--- config.mk ---
export PLATFORM = sky130hd
export DESIGN_NAME = running_top_k_sum
export DESIGN_NICKNAME = d
export VERILOG_FILES = /design/src/hw/rtl/rtks_pkg.sv /design/src/hw/rtl/rtks_dp.sv /design/src/hw/rtl/rtks_ctrl.sv /design/src/hw/rtl/running_top_k_sum.sv
export SDC_FILE = /design/constraint.sdc
export NUM_CORES = 2
export LEC_CHECK = 0
export CAP_MARGIN = 25
export CORE_MARGIN = 2
export CORE_UTILIZATION = 39
export CTS_CLUSTER_DIAMETER = 150
export DETAILED_ROUTE_END_ITERATION = 8
export DONT_BUFFER_PORTS = 1
export GPL_ROUTABILITY_DRIVEN = 1
export SYNTH_ARGS = -nofsm -noshare
export SYNTH_HDL_FRONTEND = slang
export SYNTH_SLANG_ARGS = --single-unit
--- constraint.sdc ---
create_clock -name clk -period 6.7 [get_ports clk]
set_input_delay 0 -clock clk [delete_from_list [all_inputs] [get_ports clk]]
set_output_delay 0 -clock clk [all_outputs]
set_load 0.02 [all_outputs]
--- src/hw/rtl/rtks_pkg.sv ---
`default_nettype none
// ----------------------------------------------------------------------------
// rtks_pkg: shared types and codes for the running top-K sum block
// Payload structs, controller/datapath command and status bundles, codes.
// ----------------------------------------------------------------------------
package rtks_pkg;

  localparam int IN_VALUE_W = 32;
  localparam int SUM_W      = 38;
  localparam int COUNT_W    = 7;

  localparam logic [COUNT_W-1:0] TOP_COUNT_RESET = 7'd1;

  localparam logic REQ_INSERT = 1'b0;
  localparam logic REQ_REMOVE = 1'b1;

  localparam logic [1:0] STAT_DONE      = 2'd0;
  localparam logic [1:0] STAT_NOT_FOUND = 2'd1;
  localparam logic [1:0] STAT_FULL      = 2'd2;

  // memory address = pos minus this amount
  localparam logic [1:0] SUB_0 = 2'd0;
  localparam logic [1:0] SUB_1 = 2'd1;
  localparam logic [1:0] SUB_2 = 2'd2;

  typedef struct packed {
    logic                         req_type;
    logic signed [IN_VALUE_W-1:0] value;
  } rtks_in_t;

  typedef struct packed {
    logic signed [SUM_W-1:0] top_sum;
    logic [1:0]              status;
    logic [COUNT_W-1:0]      held_count;
  } rtks_out_t;

  typedef struct packed {
    logic       load;
    logic       pos_count;
    logic       pos_dec;
    logic       pos_inc;
    logic       rd_en;
    logic [1:0] rd_sub;
    logic       wr_en;
    logic       wr_rdata;
    logic [1:0] wr_sub;
    logic       count_inc;
    logic       count_dec;
    logic       status_set;
    logic [1:0] status_code;
    logic       sum_clear;
    logic       sum_add;
    logic       left_load;
    logic       left_dec;
    logic       result_load;
  } rtks_cmd_t;

  typedef struct packed {
    logic is_remove;
    logic count_zero;
    logic full;
    logic pos_zero;
    logic pos_one;
    logic pos_eq_count;
    logic left_zero;
    logic less;
    logic equal;
  } rtks_stat_t;

endpackage
`default_nettype wire

--- src/hw/rtl/rtks_dp.sv ---
`default_nettype none
// ----------------------------------------------------------------------------
// rtks_dp: datapath of the running top-K sum block
// Sorted value memory, pointers, entry count, accumulator and result register.
// ----------------------------------------------------------------------------
module rtks_dp #(
  parameter int CAPACITY   = 64,
  parameter int VALUE_BITS = 32
) (
  input  wire                            clk,
  input  wire                            rst,
  input  wire  rtks_pkg::rtks_in_t       in_data,
  input  wire                            cfg_we,
  input  wire  [rtks_pkg::COUNT_W-1:0]   cfg_data,
  input  wire  rtks_pkg::rtks_cmd_t      cmd,
  output rtks_pkg::rtks_stat_t           stat,
  output rtks_pkg::rtks_out_t            out_data
);
  import rtks_pkg::*;

  localparam int AW = $clog2(CAPACITY);
  localparam int CW = $clog2(CAPACITY + 1);
  localparam int MW = (CW > COUNT_W) ? CW : COUNT_W;

  logic [VALUE_BITS-1:0] mem [CAPACITY];
  logic [VALUE_BITS-1:0] rdata;
  logic [VALUE_BITS-1:0] req_val;
  logic                  req_remove;
  logic [CW-1:0]         pos;
  logic [CW-1:0]         count;
  logic [CW-1:0]         left;
  logic [SUM_W-1:0]      sum;
  logic [1:0]            status_r;
  logic [COUNT_W-1:0]    top_count;

  logic [CW-1:0]         rd_pt;
  logic [CW-1:0]         wr_pt;
  logic [AW-1:0]         rd_addr;
  logic [AW-1:0]         wr_addr;
  logic [VALUE_BITS-1:0] wr_data;

  assign rd_pt   = pos - CW'(cmd.rd_sub);
  assign wr_pt   = pos - CW'(cmd.wr_sub);
  assign rd_addr = rd_pt[AW-1:0];
  assign wr_addr = wr_pt[AW-1:0];
  assign wr_data = cmd.wr_rdata ? rdata : req_val;

  always_ff @(posedge clk) begin
    if (cmd.wr_en) begin
      mem[wr_addr] <= wr_data;
    end
    if (cmd.rd_en) begin
      rdata <= mem[rd_addr];
    end
  end

  always_ff @(posedge clk) begin
    if (cmd.load) begin
      req_remove <= (in_data.req_type == REQ_REMOVE);
      req_val    <= VALUE_BITS'($unsigned(in_data.value));
    end
  end

  always_ff @(posedge clk) begin
    if (rst) begin
      pos       <= '0;
      count     <= '0;
      left      <= '0;
      sum       <= '0;
      top_count <= TOP_COUNT_RESET;
    end else begin
      if (cfg_we) begin
        top_count <= cfg_data;
      end

      // removes scan upward from zero, inserts walk down from the top
      if (cmd.load) begin
        pos <= (in_data.req_type == REQ_REMOVE) ? '0 : count;
      end else if (cmd.pos_count) begin
        pos <= count;
      end else if (cmd.pos_dec) begin
        pos <= pos - 1'b1;
      end else if (cmd.pos_inc) begin
        pos <= pos + 1'b1;
      end

      if (cmd.count_inc) begin
        count <= count + 1'b1;
      end else if (cmd.count_dec) begin
        count <= count - 1'b1;
      end

      if (cmd.left_load) begin
        left <= (MW'(top_count) < MW'(count)) ? CW'(top_count) : count;
      end else if (cmd.left_dec) begin
        left <= left - 1'b1;
      end

      if (cmd.sum_clear) begin
        sum <= '0;
      end else if (cmd.sum_add) begin
        sum <= sum + SUM_W'($signed(rdata));
      end
    end
  end

  always_ff @(posedge clk) begin
    if (cmd.load) begin
      status_r <= STAT_DONE;
    end else if (cmd.status_set) begin
      status_r <= cmd.status_code;
    end
  end

  always_ff @(posedge clk) begin
    if (cmd.result_load) begin
      out_data.top_sum    <= sum;
      out_data.status     <= status_r;
      out_data.held_count <= COUNT_W'(count);
    end
  end

  always_comb begin
    stat.is_remove    = req_remove;
    stat.count_zero   = (count == '0);
    stat.full         = (count == CW'(CAPACITY));
    stat.pos_zero     = (pos == '0);
    stat.pos_one      = (pos == CW'(1));
    stat.pos_eq_count = (pos == count);
    stat.left_zero    = (left == '0);
    stat.less         = ($signed(req_val) < $signed(rdata));
    stat.equal        = (req_val == rdata);
  end

endmodule
`default_nettype wire

--- src/hw/rtl/rtks_ctrl.sv ---
`default_nettype none
// ----------------------------------------------------------------------------
// rtks_ctrl: sequencer of the running top-K sum block
// Steps insert, remove and summing walks over the memory; owns out_valid.
// ----------------------------------------------------------------------------
module rtks_ctrl (
  input  wire                  clk,
  input  wire                  rst,
  input  wire                  in_valid,
  output logic                 in_stall,
  output logic                 out_valid,
  input  wire                  out_stall,
  input  wire rtks_pkg::rtks_stat_t stat,
  output rtks_pkg::rtks_cmd_t  cmd
);
  import rtks_pkg::*;

  typedef enum logic [11:0] {
    S_IDLE      = 12'b0000_0000_0001,
    S_DISPATCH  = 12'b0000_0000_0010,
    S_INS_FIRST = 12'b0000_0000_0100,
    S_INS_LOOP  = 12'b0000_0000_1000,
    S_INS_LAST  = 12'b0000_0001_0000,
    S_REM_FIRST = 12'b0000_0010_0000,
    S_REM_SCAN  = 12'b0000_0100_0000,
    S_REM_SHIFT = 12'b0000_1000_0000,
    S_SUM_INIT  = 12'b0001_0000_0000,
    S_SUM_FIRST = 12'b0010_0000_0000,
    S_SUM_LOOP  = 12'b0100_0000_0000,
    S_RESULT    = 12'b1000_0000_0000
  } state_t;

  state_t state;
  state_t state_next;

  assign in_stall = (state != S_IDLE);

  always_ff @(posedge clk) begin
    if (rst) begin
      state     <= S_IDLE;
      out_valid <= 1'b0;
    end else begin
      state <= state_next;
      if (cmd.result_load) begin
        out_valid <= 1'b1;
      end else if (!out_stall) begin
        out_valid <= 1'b0;
      end
    end
  end

  always_comb begin
    cmd        = '0;
    state_next = state;
    case (state)
      S_IDLE: begin
        if (in_valid) begin
          cmd.load   = 1'b1;
          state_next = S_DISPATCH;
        end
      end
      S_DISPATCH: begin
        state_next = stat.is_remove ? S_REM_FIRST : S_INS_FIRST;
      end
      S_INS_FIRST: begin
        if (stat.full) begin
          cmd.status_set  = 1'b1;
          cmd.status_code = STAT_FULL;
          state_next      = S_SUM_INIT;
        end else if (stat.pos_zero) begin
          cmd.wr_en     = 1'b1;
          cmd.wr_sub    = SUB_0;
          cmd.count_inc = 1'b1;
          state_next    = S_SUM_INIT;
        end else begin
          cmd.rd_en  = 1'b1;
          cmd.rd_sub = SUB_1;
          state_next = S_INS_LOOP;
        end
      end
      S_INS_LOOP: begin
        // rdata holds entry pos-1; shift it up or drop the value in at pos
        cmd.wr_en  = 1'b1;
        cmd.wr_sub = SUB_0;
        if (stat.less) begin
          cmd.wr_rdata = 1'b1;
          cmd.pos_dec  = 1'b1;
          if (stat.pos_one) begin
            state_next = S_INS_LAST;
          end else begin
            cmd.rd_en  = 1'b1;
            cmd.rd_sub = SUB_2;
          end
        end else begin
          cmd.count_inc = 1'b1;
          state_next    = S_SUM_INIT;
        end
      end
      S_INS_LAST: begin
        cmd.wr_en     = 1'b1;
        cmd.wr_sub    = SUB_0;
        cmd.count_inc = 1'b1;
        state_next    = S_SUM_INIT;
      end
      S_REM_FIRST: begin
        if (stat.count_zero) begin
          cmd.status_set  = 1'b1;
          cmd.status_code = STAT_NOT_FOUND;
          state_next      = S_SUM_INIT;
        end else begin
          cmd.rd_en   = 1'b1;
          cmd.rd_sub  = SUB_0;
          cmd.pos_inc = 1'b1;
          state_next  = S_REM_SCAN;
        end
      end
      S_REM_SCAN: begin
        // rdata holds entry pos-1
        if (stat.pos_eq_count) begin
          if (stat.equal) begin
            cmd.count_dec = 1'b1;
          end else begin
            cmd.status_set  = 1'b1;
            cmd.status_code = STAT_NOT_FOUND;
          end
          state_next = S_SUM_INIT;
        end else begin
          cmd.rd_en   = 1'b1;
          cmd.rd_sub  = SUB_0;
          cmd.pos_inc = 1'b1;
          if (stat.equal) begin
            state_next = S_REM_SHIFT;
          end
        end
      end
      S_REM_SHIFT: begin
        // entry pos-1 moves down to pos-2
        cmd.wr_en    = 1'b1;
        cmd.wr_rdata = 1'b1;
        cmd.wr_sub   = SUB_2;
        if (stat.pos_eq_count) begin
          cmd.count_dec = 1'b1;
          state_next    = S_SUM_INIT;
        end else begin
          cmd.rd_en   = 1'b1;
          cmd.rd_sub  = SUB_0;
          cmd.pos_inc = 1'b1;
        end
      end
      S_SUM_INIT: begin
        cmd.sum_clear = 1'b1;
        cmd.pos_count = 1'b1;
        cmd.left_load = 1'b1;
        state_next    = S_SUM_FIRST;
      end
      S_SUM_FIRST: begin
        if (stat.left_zero) begin
          state_next = S_RESULT;
        end else begin
          cmd.rd_en    = 1'b1;
          cmd.rd_sub   = SUB_1;
          cmd.pos_dec  = 1'b1;
          cmd.left_dec = 1'b1;
          state_next   = S_SUM_LOOP;
        end
      end
      S_SUM_LOOP: begin
        cmd.sum_add = 1'b1;
        if (stat.left_zero) begin
          state_next = S_RESULT;
        end else begin
          cmd.rd_en    = 1'b1;
          cmd.rd_sub   = SUB_1;
          cmd.pos_dec  = 1'b1;
          cmd.left_dec = 1'b1;
        end
      end
      S_RESULT: begin
        if (!out_valid || !out_stall) begin
          cmd.result_load = 1'b1;
          state_next      = S_IDLE;
        end
      end
      default: begin
        state_next = S_IDLE;
      end
    endcase
  end

endmodule
`default_nettype wire

--- src/hw/rtl/running_top_k_sum.sv ---
`default_nettype none
// ----------------------------------------------------------------------------
// running_top_k_sum: sorted multiset with running sum of the K largest values
// Each request inserts a value or removes one copy; every request returns one
// result with the top-K sum, a status code and the number of values held.
//
// Channels: in_valid/in_stall/in_data carries requests, out_valid/out_stall/
// out_data carries results; a transaction completes on a clock edge with valid
// high and stall low. cfg_valid/cfg_ready/cfg_data writes top_count (K);
// cfg_ready is always high, write only while no request is in flight.
// Flow: one request at a time. A request first walks the sorted memory: an
// insert walks down over the entries above the insert point (no walk into an
// empty or full store), a remove scans every entry held; then the summing
// pass reads min(K, held) entries, one entry per cycle from the top.
// The result sits in an output register; in_stall drops again as soon as it
// is loaded, so the next request is taken while a result waits. If out_stall
// holds the previous result when a new one is ready, the block waits.
// Reset (rst, synchronous): store empty, K = 1, no result pending.
// ----------------------------------------------------------------------------
module running_top_k_sum #(
  parameter int CAPACITY   = 64,
  parameter int VALUE_BITS = 32
) (
  input  wire                           clk,
  input  wire                           rst,
  input  wire                           in_valid,
  output logic                          in_stall,
  input  wire  rtks_pkg::rtks_in_t      in_data,
  output logic                          out_valid,
  input  wire                           out_stall,
  output rtks_pkg::rtks_out_t           out_data,
  input  wire                           cfg_valid,
  output logic                          cfg_ready,
  input  wire  [rtks_pkg::COUNT_W-1:0]  cfg_data
);
  import rtks_pkg::*;

  rtks_cmd_t  cmd;
  rtks_stat_t stat;
  logic       cfg_we;

  assign cfg_ready = 1'b1;
  assign cfg_we    = cfg_valid && cfg_ready;

  rtks_ctrl u_ctrl (
    .clk       (clk),
    .rst       (rst),
    .in_valid  (in_valid),
    .in_stall  (in_stall),
    .out_valid (out_valid),
    .out_stall (out_stall),
    .stat      (stat),
    .cmd       (cmd)
  );

  rtks_dp #(
    .CAPACITY   (CAPACITY),
    .VALUE_BITS (VALUE_BITS)
  ) u_dp (
    .clk      (clk),
    .rst      (rst),
    .in_data  (in_data),
    .cfg_we   (cfg_we),
    .cfg_data (cfg_data),
    .cmd      (cmd),
    .stat     (stat),
    .out_data (out_data)
  );

endmodule
`default_nettype wire
==> flow_summary.json <==
{
  "p_leak_nw": 32.76,
  "htreeDepth": 4,
  "crit_required_ns": 7.30,
  "layout_setup_ws_ns": 0.2509,
  "core_um2": 226800,
  "worst_clock_skew_ns": 0.02649,
  "slowest_delay_ns": 0.92,
  "setup_viol_count_final": 0,
  "ant_nets": 0,
  "slew_viol_final": 0,
  "path_cells": "inv_1 > ha_1 > nand4_1 > buf_4 > or3_1 > o41a_1 > nand3_1 > xor2_1 > nand3_1 > fa_4 > buf_12 > buf_12 > buf_12 > mux4_2 > mux4_2 > mux2i_1 > a21oi_1",
  "worstPathArrival_ns": 7.05,
  "wl_per_cell_um": 27.92,
  "track_usage": 0.1869,
  "drive_gt1_frac": 0.2790,
  "clock_path_buffers": 3,
  "cts_buffers": 218,
  "fp.dieW_um": 481.0,
  "routed_via_density": 5.582,
  "outcome": "finished, final reports clean",
  "ff_latch_area_um2": 66480,
  "synth_ff_type": "edfxtp_1",
  "fmax_ghz": 0.1551,
  "endpoint_kind": "flip-flop",
  "drt_pass1_iterations": 8,
  "pre_cts_ws_ns": -0.2213,
  "total_power_mw": 32.05,
  "yosysWarnings": 0,
  "avgSynthCellArea_um2": 21.12,
  "crit_type": "reg2reg",
  "powerDensity_nw_per_um2": 311.0,
  "n_fill_cell": 18960,
  "areaGrowthSynthToFinish_pct": 16.11,
  "critPathTopFamily": "multiplexers",
  "synth_seq_area_share": 0.7493,
  "placed_cell_area_um2": 95170,
  "die-area_um2": 231300,
  "detailed_place_hpwl_um": 134200,
  "nets": 4712,
  "cts_tree": "yes",
  "cp-start-kind": "flip-flop",
  "grt_pass1_wl_um": 314500,
  "clkTransAtPathRegs_ns": 0.06,
  "drv_cap": 0,
  "hp-class": "in2reg",
  "hold_viol_final": 0,
  "crit_top_cell": "buf_12",
  "period_needed_ns": 6.449,
  "grt_max_degree": 68,
  "max_slew.worst_pin.slew_ns": 1.102,
  "synth.distinct_cells": 77,
  "gp_congestion": 0.8407,
  "multi_input_area_um2": 22150,
  "synth_area_um2": 88730,
  "die_y_um": 481.0,
  "wirelength_um": 217200,
  "clock_sinks": 2241,
  "antenna_found_initial": 9,
  "synth-seq-cells": 2241,
  "vias": 43430,
  "async_flop_share": 0,
  "postSynthCellCount": 4201,
  "fin_crit_sh": 0.9626,
  "std_cell_rows": 175,
  "syn_nets": 4338,
  "clk_latency_ns": 0.87,
  "rsz0062_at_grt": "false",
  "portBuffers": 0,
  "drt-initial-drc-count": 4621,
  "cp_num_buf_inv": 5,
  "synth_edf_count": 2160,
  "start_util": 0.3912,
  "critPathSlowestCell": "fa_4",
  "ctsRootBufferMaster": "clkbuf_16",
  "vdd_drop_max_mv": 0.2527,
  "ios": 95,
  "overflow": 0,
  "slew_headroom": 0.2653,
  "postLayoutCellArea_um2": 103000,
  "drc": 0,
  "grt_pass1_vias": 44200,
  "cp_max_fo": 41
}
[metrics by stage]
| step | utilization | TNS [ns] | std cells | hold slack, ns |
|---|---|---|---|---|
| 6_report | 0.4542 | 0 | 7779 | 0.06998 |
| 5_1_grt | 0.4542 | 0 | 7777 | 0.04446 |
| 4_1_cts | 0.4540 | 0 | 7774 | 0.0001804 |
| 3_5_place_dp | 0.4195 | -1.063 | 7264 | 0.07448 |
| 3_3_place_gp | 0.4191 | -1.214 | 7260 | 0.07266 |
| 2_1_floorplan | - | 0 | 4201 | 0.09887 |
[state kept, by name, summed over array words and instances, names as in the netlist]
| register | flops |
|---|---|
| u_dp.mem | 2048 |
| u_dp.out_data | 47 |
| u_dp.sum | 38 |
| u_dp.rdata | 32 |
| u_dp.req_val | 32 |
| u_ctrl.state | 12 |
| u_dp.count | 7 |
| u_dp.left | 7 |
| u_dp.pos | 7 |
| u_dp.top_count | 7 |
| u_dp.status_r | 2 |
| u_ctrl.out_valid | 1 |
| u_dp.req_remove | 1 |
[worst paths after layout]
kind / start / endpoint / slack (ns) / cells past startpoint
hold reg to reg: u_dp.status_r[0]$_SDFFE_PP0P_ / u_dp.out_data[7]$_DFFE_PP_ / 0.44 / 0
setup reg to reg: u_dp.rdata[17]$_DFFE_PP_ / u_dp.rdata[31]$_DFFE_PP_ / 0.25 / 17
hold / removal: rst / u_ctrl.state[11]$_SDFFE_PP0P_ / 0.07 / 3
setup / recovery: u_dp.rdata[17]$_DFFE_PP_ / u_dp.rdata[31]$_DFFE_PP_ / 0.25 / 17
[synth_stat cells, types with 5 or more instances]
cell         n  area share
edfxtp_1  2160        0.73
mux4_2     640        0.16
nor2_1     154      0.0065
clkbuf_1   141      0.0060
nand2_1    139      0.0059
a21oi_1    108      0.0061
ha_1        89       0.013
dfxtp_1     81       0.018
o21ai_0     73      0.0041
inv_1       68      0.0029
mux2i_1     54      0.0061
a211oi_1    51      0.0043
buf_1       51      0.0022
nor2b_1     47      0.0033
nand3_1     38      0.0021
xnor2_1     33      0.0033
a21o_1      27      0.0023
nor3_1      23      0.0013
xor2_1      22      0.0022
nand4_1     20      0.0014
nor4_1      17      0.0012
nand2b_1    16      0.0011
buf_2       10     0.00056
o21a_1      10     0.00085
a221oi_1     7     0.00069
a31oi_1      7     0.00049
o21bai_1     7     0.00059
and2_1       6     0.00042
and3_1       6     0.00042
or3_1        6     0.00042
nand4b_1     5     0.00049
nor3b_1      5     0.00042
o211ai_1     5     0.00042
o31ai_1      5     0.00042
[power breakdown]
group / switching (mW) / internal (mW) / leakage (nW)
clock network: 5.23 / 6.58 / 3.33
registers: 0.0844 / 15.7 / 20.0
logic: 2.45 / 1.99 / 9.43
total: 7.77 / 24.3 / 32.8
[cell type report]
class	instances	share of cell area
well taps	3009	0.03654
multi-input cells	1688	0.2150
inverters	68	0.002477
clock buffers	282	0.05598
flip-flops and latches	2241	0.6453
repair buffers	358	0.03437
diodes	3	0.00007286
clock inverters	130	0.01030
[metal layers]
layer | routed length (um) | global-route usage | part of all wire | vias to the layer above
li1 | - | - | - | 18350
met1 | 92180 | 0.2598 | 0.42 | 23350
met2 | 107400 | 0.3114 | 0.49 | 1478
met3 | 13920 | 0.03008 | 0.064 | 245
met4 | 3699 | 0.04089 | 0.017 | 0
met5 | 0 | 0 | 0 | -
[what timing repair did]
item,4_1_cts,5_1_grt
resized for setup,1,0
setup buffers,2,0
hold endpoints to repair,194,0
hold buffers,96,0
setup endpoints to repair,13,0
[cells in the final DEF (no fill, tap or decap), drive strengths merged, types with 18 or more instances in the layout]
cell type and n:
mux4 640, clkbuf 282, ha 89, nor3 24
a211oi 51, xnor2 33, xor2 22, nor2b 47
a21oi 109, o21ai 75, nor2 155, nand4 20
clkinv 99, nand2 139, inv 79, buf 263
dlygate4sd3 95, edfxtp 2160, nand3 38, mux2i 54
nor4 18, a21o 27, dfxtp 81
[logic make-up after synthesis]
logic type | count (synthesis) | share of synthesized area
fa+ha+maj | 92 | 0.01323
xor+xnor | 55 | 0.005429
flops | 2241 | 0.7493
mux | 697 | 0.1689
simple gates | 506 | 0.02748
buf+inv | 272 | 0.01173
other cells | 1 | 0.00004226
compound gates | 337 | 0.02390
[worst min-delay path: cells and delay by family]
family / cells / cell delay, ns
buffers and inverters: 2 / 0.79
and+or+nand+nor: 1 / 0.10
Power figures use the tool's default switching activity.
